==> config.mk <==
export PLATFORM = sky130hd
export DESIGN_NAME = setl_cell
export DESIGN_NICKNAME = d
export VERILOG_FILES = /design/src/rtl/setl_pkg.sv /design/src/rtl/setl_cell.sv
export SDC_FILE = /design/constraint.sdc
export NUM_CORES = 1
export LEC_CHECK = 0
export BUFFER_PORTS_ARGS = -buffer_cell sky130_fd_sc_hd__buf_2
export CORE_MARGIN = 5
export CORE_UTILIZATION = 44
export CTS_CLUSTER_SIZE = 20
export DETAILED_ROUTE_END_ITERATION = 8
export PLACE_DENSITY = 0.82
export SYNTH_ARGS = -nofsm -noshare
export SYNTH_HDL_FRONTEND = slang
export SYNTH_SLANG_ARGS = --single-unit
==> constraint.sdc <==
create_clock -name clk -period 9.55 [get_ports clk]
set_clock_uncertainty 0.2 [all_clocks]
set_input_delay 1.91 -clock clk [delete_from_list [all_inputs] [get_ports clk]]
set_output_delay 1.91 -clock clk [all_outputs]
set_load 0.01 [all_outputs]
==> src/rtl/setl_pkg.sv <==
// Shared types and constants for the sorted expiry timer list.
// Used by the cell, the controller, the top level and the checker.
`timescale 1ns / 1ps

package setl_pkg;

  localparam int TIMERS    = 32;
  localparam int TIME_BITS = 32;
  localparam int HDL_W     = 5;
  localparam int TAG_W     = 32;
  localparam int PORT_W    = 32;
  localparam int EXP_W     = (TIME_BITS < PORT_W) ? TIME_BITS : PORT_W;

  localparam logic [1:0] KIND_ADD    = 2'd0;
  localparam logic [1:0] KIND_ADJUST = 2'd1;
  localparam logic [1:0] KIND_DELETE = 2'd2;
  localparam logic [1:0] KIND_TICK   = 2'd3;

  localparam logic [2:0] ST_OK       = 3'd0;
  localparam logic [2:0] ST_EXPIRED  = 3'd1;
  localparam logic [2:0] ST_NONE     = 3'd2;
  localparam logic [2:0] ST_BUSY     = 3'd3;
  localparam logic [2:0] ST_INACTIVE = 3'd4;

  typedef enum logic [1:0] {
    CELL_HOLD,
    CELL_INSERT,
    CELL_POP,
    CELL_MARK
  } cell_op_t;

  typedef struct packed {
    cell_op_t               op;
    logic [HDL_W-1:0]       hdl;
    logic [EXP_W-1:0]       exp;
    logic [TAG_W-1:0]       tag;
  } cell_cmd_t;

  typedef struct packed {
    logic                   vld;
    logic [HDL_W-1:0]       hdl;
    logic [EXP_W-1:0]       exp;
    logic [TAG_W-1:0]       tag;
  } cell_data_t;

endpackage

==> src/rtl/setl_cell.sv <==
// One slot of the sorted chain: holds a timer, shifts to or from its neighbors.
// Depends on setl_pkg.
`timescale 1ns / 1ps

module setl_cell (
  input  logic                clk,
  input  logic                rst_n,
  input  setl_pkg::cell_cmd_t cmd,
  input  setl_pkg::cell_data_t left_data,
  input  logic                left_pos,
  input  logic                left_gap,
  input  setl_pkg::cell_data_t right_data,
  output setl_pkg::cell_data_t data,
  output logic                pos,
  output logic                gap
);
  import setl_pkg::*;

  logic             vld_r, vld_nxt;
  logic             gap_r, gap_nxt;
  logic [HDL_W-1:0] hdl_r, hdl_nxt;
  logic [EXP_W-1:0] exp_r, exp_nxt;
  logic [TAG_W-1:0] tag_r, tag_nxt;

  assign data = '{vld: vld_r, hdl: hdl_r, exp: exp_r, tag: tag_r};
  assign gap  = gap_r;
  // insertion point lies at or before this cell
  assign pos  = !vld_r || (exp_r > cmd.exp);

  always_comb begin
    vld_nxt = vld_r;
    hdl_nxt = hdl_r;
    exp_nxt = exp_r;
    tag_nxt = tag_r;
    gap_nxt = gap_r;
    unique case (cmd.op)
      CELL_INSERT: begin
        if (pos && !left_pos) begin
          vld_nxt = 1'b1;
          hdl_nxt = cmd.hdl;
          exp_nxt = cmd.exp;
          tag_nxt = cmd.tag;
        end else if (pos) begin
          vld_nxt = left_data.vld;
          hdl_nxt = left_data.hdl;
          exp_nxt = left_data.exp;
          tag_nxt = left_data.tag;
        end
      end
      CELL_POP: begin
        vld_nxt = right_data.vld;
        hdl_nxt = right_data.hdl;
        exp_nxt = right_data.exp;
        tag_nxt = right_data.tag;
      end
      CELL_MARK: begin
        gap_nxt = vld_r && (hdl_r == cmd.hdl);
      end
      default: begin
        // gap walks right one cell per cycle, pulling the tail left
        if (gap_r) begin
          gap_nxt = 1'b0;
          if (right_data.vld) begin
            hdl_nxt = right_data.hdl;
            exp_nxt = right_data.exp;
            tag_nxt = right_data.tag;
          end else begin
            vld_nxt = 1'b0;
          end
        end else if (left_gap && vld_r) begin
          gap_nxt = 1'b1;
        end
      end
    endcase
  end

  always_ff @(posedge clk) begin
    if (!rst_n) begin
      vld_r <= 1'b0;
      gap_r <= 1'b0;
    end else begin
      vld_r <= vld_nxt;
      gap_r <= gap_nxt;
    end
  end

  always_ff @(posedge clk) begin
    hdl_r <= hdl_nxt;
    exp_r <= exp_nxt;
    tag_r <= tag_nxt;
  end

endmodule

==> summary.md <==
| Metric | Value |
|---|---|
| # setup viols final | `0` |
| Effective utilization at floorplan | `0.450` |
| CTS tree | `done` |
| CP Launch Type | `primary input` |
| Share of cells above drive strength 1 | `0.418` |
| Num CTS Buffers | `9` |
| CP Data Arrival Time | `between 3000 and 4000 ps` |
| Register bit count reported by yosys | `71` |
| Hold Slack | `about 440 ps` |
| Final critical-path share of the clock period | `0.639` |
| IO buf count | `~290` |
| Max stage delay on crit path | `between 500 and 600 ps` |
| Post-CTS setup buffer count | `0` |
| Placer congestion estimate | `between 0.8 and 0.9` |
| Hold path startpoint | `vld_r` |
| Hpwl dp | `between 10000 and 15000 microns` |
| Number of nets in the layout | `around 1000` |
| Drt wl/cell | `~16 microns` |
| Critical path fanouts, max | `4` |
| GRT overflow | `0` |
| PD cells | `between 100 and 150 nW/um^2` |
| H-tree levels | `3` |
| Relative slew slack | `0.213` |
| First-pass GRT wire length | `~22000 microns` |
| Core Area | `approximately 10000 sq um` |
| Vias | `roughly 4400` |
| Cell mode on critical path | `buf_2` |
| Worst Setup SP | `cmd[43]` |
| Pre-CTS WS | `about 3500 ps` |
| Crit-path cells | `buf_2 > inv_1 > ha_1 > nand4_1 > or4_4 > a21o_1 > a31oi_2 > o21bai_1 > nand2_1 > buf_2` |
| Final min period | `about 6100 ps` |
| Syn Nets | `about 700` |
| Max IR drop VDD | `0.0647 mV` |
| CTS root buffer | `clkbuf_8` |
| Critical setup path kind | `primary input to primary output` |
| Vias in the first global route | `4655` |
| Fmax | `approximately 160 MHz` |
| Final Slew Violations | `0` |
| Full die area | `roughly 13000 sq um` |
| Routed Antenna Nets | `0` |
| Slowest CP cell | `or4_4` |
| Num Clock Sinks | `71` |
| Cell Area, Synth | `between 4000 and 5000 sq um` |
| Seq/Total Area, Yosys | `0.457` |
| Static Leak | `around 3.1 nW` |
| Worst skew pair latency | `between 300 and 400 ps` |
| Initial antenna violation count | `2` |
| Finished Core Util | `0.611` |
| CTS clock-pin slew for the worst setup and hold paths | `roughly 70 ps` |
| Layout area overhead | `35.8%` |
| Yosys warns | `0` |
| Gate count of the mapped netlist | `about 460` |
| 1st-iter DRT viols | `217` |
| Setup TNS | `0 ps` |
| Endpoints failing hold | `0` |
| Vias per cell | `between 5 and 6` |
| Non-Filler Instances | `872` |
| Pin count of the biggest net entering global routing | `between 70 and 80` |
| Hold depth | `2` |
| Ports | `between 200 and 300` |
| DIE HEIGHT | `113 microns` |
| Syn_area_per_cell | `slightly above 10 sq um` |
| DRT Pass-1 Iters | `4` |
| Number of max-cap violations | `0` |
| DP Cell Count | `approximately 860` |
| Residual DRC | `0` |
| Detailed Route WL | `between 10000 and 15000 microns` |
| WP data required | `roughly 7400 ps` |
| Reg2reg path depth | `9` |
| Die width | `113 microns` |
| Post-route setup slack | `around 3500 ps` |
| Hold_buf cts | `0` |
| Longest Clk Path Bufs | `2` |
| Fillers | `between 800 and 900` |
| Hold Crit Class | `flop to flop` |
| Synth cell types | `38` |
| Slew @ Worst Pin | `around 1200 ps` |
| R2R Path Start | `exp_r[30]` |
| Status | `complete, no violations` |
| Num rows | `37` |
| Unrepaired setup endpoints after global routing | `no` |
| Critical path capture point type | `primary output` |
| Total GRT Usage | `0.210` |
| CTS resizes | `0` |
[path summary, 6_finish.rpt]
| kind | to | slack, ps |
|---|---|---|
| worst max-delay path | pos | 3450 |
| worst min-delay path | vld_r | 440 |
| worst max register to register | tag_r[8] | 5710 |
| worst min register to register | vld_r | 440 |
[cell usage in the layout, fill, tap and decap left out, types with 2 or more instances in the layout]
| master | synthesis | final |
|---|---|---|
| ha_1 | 35 | 34 |
| xor2_1 | 4 | 4 |
| clkbuf_1 | 17 | 2 |
| a21oi_1 | 85 | 85 |
| diode_2 | 0 | 2 |
| buf_2 | 0 | 286 |
| clkinv_1 | 0 | 2 |
| dfxtp_1 | 2 | 2 |
| inv_1 | 37 | 37 |
| clkbuf_8 | 0 | 9 |
| a31oi_1 | 3 | 2 |
| nand2_1 | 13 | 13 |
| o21ai_0 | 5 | 5 |
| nor2b_1 | 2 | 2 |
| edfxtp_1 | 69 | 69 |
| or4_4 | 2 | 2 |
| mux2i_1 | 70 | 70 |
| nand3_1 | 2 | 2 |
| nand4_1 | 7 | 7 |
| a22oi_1 | 2 | 2 |
| buf_4 | 6 | 3 |
| o22ai_1 | 3 | 3 |
| nor2_1 | 73 | 73 |
[worst max-delay path: cells and delay by family]
| kind | cells | cell delay, ps |
|---|---|---|
| AO/OA/AOI/OAI | 3 | 650 |
| adder cells (fa/ha/maj) | 1 | 310 |
| buffers and inverters | 3 | 280 |
| AND/OR/NAND/NOR | 3 | 840 |
[stage by stage]
step	area, sq um	total power, mW
detailed placement	6130	0.585
finish	6280	0.772
floorplan	4630	0.498
global route	6280	0.818
CTS	6280	0.780
global placement	6130	0.578
[power breakdown]
| part | switching, mW | leakage, nW | internal (mW) |
|---|---|---|---|
| Clock | 0.104 | 0.0741 | 0.0895 |
| Sequential | 0.00937 | 0.663 | 0.372 |
| Combinational | 0.106 | 2.41 | 0.0917 |
[cell type report]
cell class | instances | area [sq um] | area share
diodes | 2 | 5.00 | 0.000796
clock buffers | 11 | 131 | 0.0209
multi-input cells | 323 | 2260 | 0.360
well taps | 136 | 170 | 0.0271
clock inverters | 3 | 12.5 | 0.00199
repair buffers | 289 | 1450 | 0.231
inverters | 37 | 139 | 0.0221
flip-flops and latches | 71 | 2110 | 0.336
[kinds of logic (layout without fill, tap and decap cells)]
| group | after synthesis | in the layout | share of synthesized area |
|---|---|---|---|
| compound gates | 108 | 108 | 0.127 |
| xor+xnor | 5 | 5 | 0.00947 |
| fa+ha+maj | 35 | 35 | 0.0947 |
| buf+inv | 63 | 340 | 0.0625 |
| flops | 71 | 71 | 0.457 |
| mux | 70 | 70 | 0.151 |
| other cells | 0 | 2 | 0 |
| simple gates | 105 | 105 | 0.0982 |
[flip-flops by register name, summed over array words and instances, names as in the netlist]
name	cells
hdl_r	5
gap	1
vld_r	1
tag_r	32
exp_r	32
[synthesized netlist by cell type (all sizes together)]
library cell  count  area [sq um]
a211oi            1          7.51
a21o              1          7.51
a21oi            85           425
a221oi            1          8.76
a22oi             2          15.0
a2bb2oi           1          8.76
a31o              1          8.76
a31oi             4          31.3
and2              1          6.26
buf               9          86.3
clkbuf           17          63.8
dfxtp             2          40.0
edfxtp           69          2070
ha               35           438
inv              37           139
mux2i            70           701
nand2            13          48.8
nand3             2          10.0
nand3b            1          7.51
nand4             7          43.8
nor2             73           274
nor2b             2          12.5
nor3              2          15.0
nor3b             1          7.51
nor4              1          6.26
o211ai            1          7.51
o21a              1          7.51
o21ai             6          33.8
o21bai            1          7.51
o22ai             3          18.8
or4               2          22.5
xnor2             1          8.76
xor2              4          35.0
[metal layers]
| metal | global-route usage | vias up | wire [microns] |
|---|---|---|---|
| li1 | - | 2202 | - |
| met1 | 0.227 | 2021 | 5100 |
| met2 | 0.389 | 198 | 7220 |
| met3 | 0.0706 | 17 | 1220 |
| met4 | 0.0569 | 2 | 176 |
| met5 | 0 | - | 11 |
Note: power is estimated with default switching activity, not from simulation.
